--- src/npt_pkg.sv ---
// ----------------------------------------------------------------------------
// npt_pkg
// shared types and codes for the nearest point table
// ----------------------------------------------------------------------------
package npt_pkg;

   localparam int unsigned POINT_BITS       = 12;
   localparam int unsigned ENTRY_INDEX_BITS = 10;
   localparam int unsigned STATUS_BITS      = 2;

   localparam logic MODE_INSERT = 1'b0;
   localparam logic MODE_QUERY  = 1'b1;

   localparam logic [STATUS_BITS-1:0] STATUS_OK    = 2'd0;
   localparam logic [STATUS_BITS-1:0] STATUS_FULL  = 2'd1;
   localparam logic [STATUS_BITS-1:0] STATUS_EMPTY = 2'd2;

   typedef struct packed {
      logic                  mode;
      logic [POINT_BITS-1:0] point_x;
      logic [POINT_BITS-1:0] point_y;
   } npt_req_type;

   typedef struct packed {
      logic [ENTRY_INDEX_BITS-1:0] entry_index;
      logic [STATUS_BITS-1:0]      status;
   } npt_rsp_type;

   typedef enum logic [1:0] {
      RSP_INSERT,
      RSP_FULL,
      RSP_EMPTY,
      RSP_QUERY
   } npt_rsp_kind_type;

   typedef struct packed {
      logic             load_req;
      logic             write_point;
      logic             scan_init;
      logic             scan_issue;
      logic             respond;
      npt_rsp_kind_type rsp_kind;
   } npt_cmd_type;

   typedef struct packed {
      logic mode_query;
      logic full;
      logic empty;
      logic last_addr;
      logic pipe_busy;
   } npt_stat_type;

endpackage

--- src/npt_ctrl.sv ---
// ----------------------------------------------------------------------------
// npt_ctrl
// sequencer for insert and scan operations of the nearest point table
// ----------------------------------------------------------------------------
module npt_ctrl
   import npt_pkg::*;
(
   input  logic         clock,
   input  logic         reset,
   input  logic         start,
   output logic         busy,
   output logic         rsp_strobe,
   output npt_cmd_type  cmd,
   input  npt_stat_type stat
);

   typedef enum logic [1:0] {
      ST_IDLE,
      ST_CHECK,
      ST_SCAN,
      ST_DRAIN
   } state_type;

   state_type state_ff, state_in;
   logic      busy_ff, busy_in;
   logic      strobe_ff, strobe_in;

   always_comb begin
      state_in     = state_ff;
      cmd          = '0;
      cmd.rsp_kind = RSP_INSERT;
      unique case (state_ff)
         ST_IDLE: begin
            if (start) begin
               cmd.load_req = 1'b1;
               state_in     = ST_CHECK;
            end
         end
         ST_CHECK: begin
            if (!stat.mode_query) begin
               cmd.respond = 1'b1;
               state_in    = ST_IDLE;
               if (stat.full) begin
                  cmd.rsp_kind = RSP_FULL;
               end else begin
                  cmd.rsp_kind    = RSP_INSERT;
                  cmd.write_point = 1'b1;
               end
            end else if (stat.empty) begin
               cmd.respond  = 1'b1;
               cmd.rsp_kind = RSP_EMPTY;
               state_in     = ST_IDLE;
            end else begin
               cmd.scan_init = 1'b1;
               state_in      = ST_SCAN;
            end
         end
         ST_SCAN: begin
            cmd.scan_issue = 1'b1;
            if (stat.last_addr) begin
               state_in = ST_DRAIN;
            end
         end
         ST_DRAIN: begin
            if (!stat.pipe_busy) begin
               cmd.respond  = 1'b1;
               cmd.rsp_kind = RSP_QUERY;
               state_in     = ST_IDLE;
            end
         end
         default: begin
            state_in = ST_IDLE;
         end
      endcase
      busy_in   = (state_in != ST_IDLE);
      strobe_in = cmd.respond;
   end

   always_ff @(posedge clock) begin
      if (reset) begin
         state_ff  <= ST_IDLE;
         busy_ff   <= 1'b0;
         strobe_ff <= 1'b0;
      end else begin
         state_ff  <= state_in;
         busy_ff   <= busy_in;
         strobe_ff <= strobe_in;
      end
   end

   assign busy       = busy_ff;
   assign rsp_strobe = strobe_ff;

endmodule

--- config.mk ---
export PLATFORM = sky130hd
export DESIGN_NAME = npt_ctrl
export DESIGN_NICKNAME = d
export VERILOG_FILES = /design/src/npt_pkg.sv /design/src/npt_ctrl.sv
export SDC_FILE = /design/constraint.sdc
export NUM_CORES = 1
export LEC_CHECK = 0
export ABC_AREA = 1
export BUFFER_PORTS_ARGS = -buffer_cell sky130_fd_sc_hd__buf_2
export CAP_MARGIN = 20
export CORE_AREA = 3 3 40 42
export DETAILED_ROUTE_END_ITERATION = 8
export DIE_AREA = 0 0 43 45
export GPL_TIMING_DRIVEN = 0
export PLACE_DENSITY = 0.52
export REMOVE_ABC_BUFFERS = 1
export SYNTH_ARGS = -nofsm -noshare
export SYNTH_HDL_FRONTEND = slang
export SYNTH_SLANG_ARGS = --single-unit
--- constraint.sdc ---
create_clock -name clock -period 1.9 [get_ports clock]
set_input_delay 0.38 -clock clock [delete_from_list [all_inputs] [get_ports clock]]
set_output_delay 0.38 -clock clock [all_outputs]
set_load 0.005 [all_outputs]
**Word level (Yosys, flattened, before mapping)**

Index checks and enable logic that the tools add are counted.

- Memories kept: 0
- ROM bits: 0
- Latch bits: 0
- Output and inout bits: 9
- Bits in registers: 4
- RAM bits: 0
- Bits of input ports: 8

- Add/subtract/negate cells: 0
- $lt $le $gt $ge: 0
- Div/mod/pow operators: 0
- Shifts and indexed selects: 0
- Equal/unequal tests: 3
- Reduce and logical (&&, ||, !) cells: 2
- Bitwise gates (word level): 0
- Mux-type cells: 19
- Multiply operators: 0

Operator list:

| cell | count |
|---|---|
| $mux W2 | 6 |
| $mux W3 | 3 |
| $mux W1 | 8 |
| $pmux W2 S4 | 1 |
| $pmux W3 S2 | 1 |
| $eq A2 B2 Y1 const B | 2 |
| $eq A2 B1 Y1 const B | 1 |
| $logic_not A2 Y1 | 1 |
| $reduce_bool A2 Y1 | 1 |

**Depth between registers and ports, before layout**

Gate-level depths: netlist (run 1).

- Depth after elaboration: 4
- Gate-level depth with buffers: 6
- Mapped depth without buffers: 6

**Least setup slack after synthesis (run 1)**

Ideal clock, no wire load.

- Path kind: register to output
- From: reg state_ff[1]
- To: out cmd[5] in the netlist's numbering
- Setup slack: 0.765 ns
- Arrival: 0.755 ns
- Data required time: 1.520 ns
- Stages on the path, launching flop included: 3
- Path through: dfxtp_1 > buf_4 > nor4_1

RTL lines:

| item | RTL line | text |
|---|---|---|
| start, declared | npt_ctrl.sv:24 | `state_type state_ff, state_in;` |
| start signal, assigned | npt_ctrl.sv:85 | `state_ff <= state_in;` |
| end, declared | npt_ctrl.sv:13 | `output npt_cmd_type cmd,` |

==> results of run 1 <==
-- cells in the final DEF (no fill, tap or decap), drive strengths merged --
master and instances:
nand3b 1, buf 16, dfxtp 4, a21oi 1, nand2 9, nor2 4, nand3 5, nor4 1
inv 8, o21ai 2, clkbuf 3
-- worst min path at each step --
stage,end,depth (start not counted),start,slack [ns]
after global routing,rsp_strobe,2,reset,0.33
after CTS,rsp_strobe,2,reset,0.31
final,rsp_strobe,2,reset,0.32
after floorplan,rsp_strobe,1,reset,0.45
after detailed placement,rsp_strobe,2,reset,0.56
after global placement,rsp_strobe,2,reset,0.56
-- cell type report --
type                       count  area [um^2]
fill                         148          928
multi-input combinational     23          125
sequential                     4         80.1
timing repair buffer          16         80.1
inverter                       8         30.0
clock buffer                   3         22.5
tap                           15         18.8
-- sequential cells by signal, summed over array words and instances, names as in the netlist --
name and cells:
busy 1, rsp_strobe 1, state_ff 2
-- layer usage --
layer,vias to the layer above,track usage (%)
li1,147,-
met1,119,9.16
met2,11,9.88
met3,0,5.58
met4,0,1.81
met5,-,0
-- power by group through the flow --
stage	registers [mW]	clock network (mW)	logic [mW]
after floorplan	0.0954	0	0.0215
final	0.0942	0.102	0.0416
after CTS	0.0942	0.108	0.0428
after detailed placement	0.0956	0	0.0424
after global placement	0.0954	0	0.0425
after global routing	0.0949	0.116	0.0492
-- worst max-delay path: stages, from the launching register on --
cell and delay [ns]:
dfxtp_1 0.53, nand3b_1 0.21, nand2_1 0.11, buf_2 0.11
-- through the flow --
| stage | utilization (%) | power [mW] | cell area [um^2] |
|---|---|---|---|
| after floorplan | - | 0.117 | 235 |
| after global placement | 26.0 | 0.138 | 334 |
| after detailed placement | 26.0 | 0.138 | 334 |
| after CTS | 27.8 | 0.245 | 357 |
| after global routing | 27.8 | 0.260 | 357 |
| final | 27.8 | 0.238 | 357 |
-- cell families (layout without fill, tap and decap cells) --
kind of cell / after synthesis / count (layout)
and+or+nand+nor: 20 / 20
buffers and inverters: 9 / 27
DFF: 4 / 4
AOI/OAI and AO/OA: 3 / 3
==> metrics.md, run 1 <==
| Metric | Value |
|---|---|
| Number of synthesized flops with an enable pin | 0 |
| Congestion Overflow GR | 0 |
| Most numerous cell in the Yosys netlist | nand2_1 |
| Hold Buf Count CTS | 0 |
| Post-Place Cells | between 60 and 70 |
| Initial Utilization | between 10% and 20% |
| Max IR drop VDD | approximately 0.29 mV |
| Cell Pwr Density | approximately 670 nW/um^2 |
| Row count | 13 |
| Worst-case reg-to-reg path depth | 5 |
| Final period util | between 80 and 90% |
| Status | complete, no violations |
| Critical Path RT | about 1.5 ns |
| Root Driver | clkbuf_4 |
| Sw Ratio | around 25% |
| Post-synthesis xor/xnor area fraction | 0% |
| I/O Buffers | 16 |
| Final wirelength | 568 um |
| Clk pwr share | a little over two fifths |
| Starting DRT DRC Count | 2 |
| Synth area leader | dfxtp_1 |
| Top layer in use | met3 |
| Netlist cell types | 14 |
| Yosys top cell area share | 33.0% |
| RSZ-0062 raised after global routing | false |
| Max Clock Skew | approximately 0.0015 ns |
| Share of cells above drive strength 1 | 42.6% |
| Overall routing resource usage | about 7.3% |
| Met2 WL post-DR | 241 um |
| Syn Inst Count | 36 |
| Nets@finish | 64 |
| Setup CP Type | reg -> out |
| Synth Flop Type | dfxtp_1 |
| Layout overhead on the synthesized area | 46.9% |
| Drt pass-1 iters | 2 |
| Vias in the first global route | about 250 |
| P_int | 179 uW |
| Slack of the worst reg-to-reg path | roughly 0.9 ns |
| Average cell area after synthesis | slightly below 7 um^2 |
| Initial antenna violation count | 0 |
| Max Freq | around 0.63 GHz |
| Die Wd | approximately 43 um |
| Data arrival time of the critical path | between 1 and 1.5 ns |
| Cts repair resizes | 0 |
| Main area contributors after synthesis | dfxtp_1 (33%), nand2_1 (12%), inv_1 (11%) |
| Drt wl/cell | ~8 um |
| Longest Clk Path Bufs | 2 |
| M1 WL | around 260 um |
| Antenna Nets Post-Route | 0 |
| CTS sink cnt | 4 |
| Flop pwr share | 39.6% |
| Vias/cell | 4.01 |
| Final worst slack | 0.321 ns |
| Met3 wire len | approximately 67 um |
| Vias | 277 |
| Worst slew pin tran | around 0.37 ns |
| Post-layout min period | about 1.6 ns |
| DIE AREA | a little under 2000 um^2 |
| Critical path peak fanout | 8 |
| CP startpoint kind | flop |
| P_sw | between 50 and 60 uW |
| Max-cap violation count | 0 |
| R2r startpoint | state_ff[1] |
| Main combinational cell family by area after synthesis | simple AND/OR/NAND/NOR gates |
| Most frequent cells after synthesis | nand2_1 (8), inv_1 (7), nand3_1 (5), dfxtp_1 (4), nor2_1 (3) |
| Worst Setup EP | cmd[0] |
| Post-Synth Adder-Cell Area | 0% |
| Synth Area in Simple Gates | a little over two fifths |
| Slew Limit Fails | 0 |
| Slew Limit Headroom | 75.5% |
| Placer Congestion | about 0.65 |
| Num CTS Buffers | 3 |
| Worst hold path type | in -> reg |
| Synth warnings | 0 |
| Die H | roughly 45 um |
| CTS tree | yes |
| Setup fix buffers added after clock tree synthesis | 0 |
| Area fraction in compound gates after synthesis | approximately 7.7% |
| Clock Latency Late Sink | about 0.23 ns |
| CTS HTree Levels | 1 |
| Synthesized flop and latch total | 4 |
| Reg clk slew, reported paths | 0.04 ns |
| Post-synthesis mux area share | 0% |
| Mapped Area | around 240 um^2 |
| Total negative setup slack | 0 ns |
| N_diodes | 0 |
| Placement Setup Slack | roughly 0.56 ns |
| FFs w/ async S/R, synth | 0% |
| DRC | 0 |
| Global-route wire length before repair | between 1000 and 1500 um |
| Reg-to-reg critical path endpoint | busy |
| Crit path from | state_ff[1] |
| Post-DP HPWL | ~480 um |
| Fin cells | 69 |
| Fin. Hold Viols | 0 |
| Leak | between 0.2 and 0.25 nW |
| Setup-failing EPs final | 0 |
| Critical path capture point type | primary output |
| WHS | around 0.32 ns |
| Seq/Total Area, Yosys | about a third |
| Largest net degree at the start of global routing | 9 |
| Core area | roughly 1300 um^2 |
| Comb pwr share | 17.5% |
| # IOs | 17 |
(Power assumes the default switching activity.)
==> run 2, diff against run 1 <==
- PLACE_DENSITY: 0.52 -> 0.53
- clock period: 1.9 -> 1.35 ns (I/O delays scaled with it)
==> run 2 against run 1 <==
Net effect:
- non-clock buffer count grew 1
- cell area rose by 6.3%
- register-to-register slack got worse by 0.49 ns
- critical path depth decreased by 1
- routed wire length up 4.4%
- die area unchanged
- count of clock-buffer cells in the layout unchanged
- sequential share of layout area up 0.65 points
- via count grew 1.8%
- clock skew rose by 0.0016 ns
- first-iteration DRC count fell by 50%
- critical path type unchanged
- largest cell class unchanged
==> metrics.md, run 2 (synthesized netlist as in run 1, its figures left out) <==
| Metric | Value |
|---|---|
| CTS sink cnt | 4 (unchanged) |
| Register area | 87.6 um^2 (+9.4%) |
| Final period util | roughly 96% |
| Reg clk slew, reported paths | 0.04 ns (about the same) |
| Vias/cell | 4.03 (+0.35%) |
| Slew Limit Headroom | 85.7% (+10 points) |
| Die Wd | 43 um (unchanged) |
| Slew Limit Fails | 0 (unchanged) |
| Vias | 282 (+1.8%) |
| Share of cells above drive strength 1 | 49.1% (+6.5 points) |
| Nets@finish | 65 (+1.6%) |
| Overall routing resource usage | 7.57% (+0.24 points) |
| P_int | 252 uW (+41%) |
| Placer Congestion | 0.679 (+4.1%) |
| DIE AREA | 1940 um^2 (unchanged) |
| Comb pwr share | 18.0% (+0.5 points) |
| Global-route wire length before repair | 1050 um (+0.67%) |
| Fin. Hold Viols | 0 (unchanged) |
| Max IR drop VDD | 0.404 mV (+38%) |
| Num CTS Buffers | 3 (unchanged) |
| Longest Clk Path Bufs | 2 (unchanged) |
| R2r startpoint | state_ff[1] |
| Largest register FFs | 2 (unchanged) |
| Die H | 45 um (unchanged) |
| Leak | 0.241 nW (+2.8%) |
| Slack of the worst reg-to-reg path | 0.41 ns (-0.49 ns) |
| Final core utilization | 29.5% (+1.8 points) |
| CTS tree | yes |
| Clk pwr share | 42.9% (about the same) |
| Largest net degree at the start of global routing | 9 (unchanged) |
| Worst-case reg-to-reg path depth | 3 (-2) |
| Drt wl/cell | 8.47 um (+2.9%) |
| DRC | 0 (unchanged) |
| Biggest register | state_ff |
| Hold path startpoint | reset |
| Final wirelength | 593 um (+4.4%) |
| # IOs | 17 (unchanged) |
| Worst hold path type | in -> reg |
| Data arrival time of the critical path | 1.02 ns (-0.18 ns) |
| Initial antenna violation count | 0 (unchanged) |
| Multi-input gate area | 130 um^2 (+4.0%) |
| Max-cap violation count | 0 (unchanged) |
| Delay-heaviest family, CP | flip-flops |
| CP startpoint kind | flop |
| Hold path depth | 2 (unchanged) |
| Post-DP HPWL | 459 um (-4.2%) |
| Root Driver | clkbuf_4 |
| Setup CP Type | reg -> out |
| Starting DRT DRC Count | 1 (-1) |
| Post-layout min period | roughly 1.3 ns |
| Hold Crit Endpoint | rsp_strobe |
| Vias in the first global route | 267 (+5.1%) |
| Most common cell after layout, fill and taps aside | buf_2 |
| Most frequent cells in the layout | buf_2 (16), nand2_1 (8), inv_1 (7) |
| N_diodes | 0 (unchanged) |
| Cell Area, Placed | 334 um^2 (unchanged) |
| Max Clock Skew | 0.00308 ns (+0.00156 ns) |
| Layout overhead on the synthesized area | 56.2% |
| Setup-failing EPs final | 0 (unchanged) |
| P_sw | 85.0 uW (+46%) |
| Initial Utilization | 18.9% (unchanged) |
| Row count | 13 (unchanged) |
| Crit path cell chain | nor4_1 -> buf_2 |
| Post-route design area | 379 um^2 (+6.3%) |
| Worst path buffer plus inverter count | 1 (unchanged) |
| Clock Latency Late Sink | 0.23 ns (about the same) |
| Status | complete, no violations |
| Fillers | 149 (+0.68%) |
| Crit-path slowest cell | dfxtp_4 |
| I/O Buffers | 16 (unchanged) |
| Congestion Overflow GR | 0 (unchanged) |
| CTS HTree Levels | 1 (unchanged) |
| Cell Pwr Density | 890 nW/um^2 (+33%) |
| Reg-to-reg critical path endpoint | rsp_strobe |
| Delay of the slowest critical-path stage | 0.37 ns (-0.16 ns) |
| Flop pwr share | 39.1% (-0.5 points) |
| Critical Path RT | 1.08 ns (-0.44 ns) |
| Critical path capture point type | primary output |
| Antenna Nets Post-Route | 0 (unchanged) |
| Worst slew pin tran | 0.213 ns (-0.154 ns) |
| Drt pass-1 iters | 4 (+2) |
| Critical path peak fanout | 8 (unchanged) |
| Sw Ratio | 25.2% (+0.69 points) |
| Core area | 1280 um^2 (unchanged) |
| Max Freq | 0.773 GHz |
| RSZ-0062 raised after global routing | true |
[run 2: through the flow]
step | cells | power [mW] | setup TNS [ns] | setup slack [ns] | hold WS, ns
global route | 70 | 0.366 | -0.00752 | -0.00513 | 0.210
CTS | 70 | 0.344 | 0 | 0.0348 | 0.198
finish | 70 | 0.337 | 0 | 0.0558 | 0.206
detailed placement | 66 | 0.194 | 0 | 0.0941 | 0.442
global placement | 66 | 0.194 | 0 | 0.112 | 0.447
floorplan | 35 | 0.165 | 0 | 0.310 | 0.339
[run 2: worst max-delay path by stage]
stage,start,endpoint,slack (ns),cells past startpoint
2_1_floorplan,state_ff[1],cmd[0],0.31,2
3_3_place_gp,state_ff[1],cmd[2],0.11,3
3_5_place_dp,state_ff[1],cmd[0],0.09,3
4_1_cts,state_ff[0],cmd[5],0.03,3
5_1_grt,state_ff[0],cmd[5],-0.005,3
6_report,state_ff[1],cmd[5],0.06,2
[run 2: layout make-up]
| cell class | instances | share of cell area, % |
|---|---|---|
| Multi-Input combinational cell | 23 | 34.3 |
| Sequential cell | 4 | 23.1 |
| Timing Repair Buffer | 17 | 23.1 |
| Inverter | 8 | 8.58 |
| Clock buffer | 3 | 5.94 |
| Tap cell | 15 | 4.95 |
[run 2: power groups by stage]
stage	combinational, mW	sequential [mW]	clock, mW
after floorplan	0.0303	0.134	0
after global placement	0.0597	0.134	0
after detailed placement	0.0591	0.134	0
after CTS	0.0599	0.132	0.152
after global routing	0.0697	0.133	0.163
final	0.0607	0.132	0.145
[run 2: what timing repair did]
action	CTS	global route
hold buffers	0	0
pin swaps	1	4
setup endpoints to repair	4	5
setup buffers	1	0
gates resized for setup	3	3
endpoints found under the hold margin	0	0
[run 2: per-layer routing]
| layer | share of wire [%] | global-route usage (%) |
|---|---|---|
| met3 | 13 | 7.17 |
| met2 | 45 | 11.1 |
| met5 | 0 | 0 |
| met1 | 42 | 7.93 |
| met4 | 0 | 1.81 |
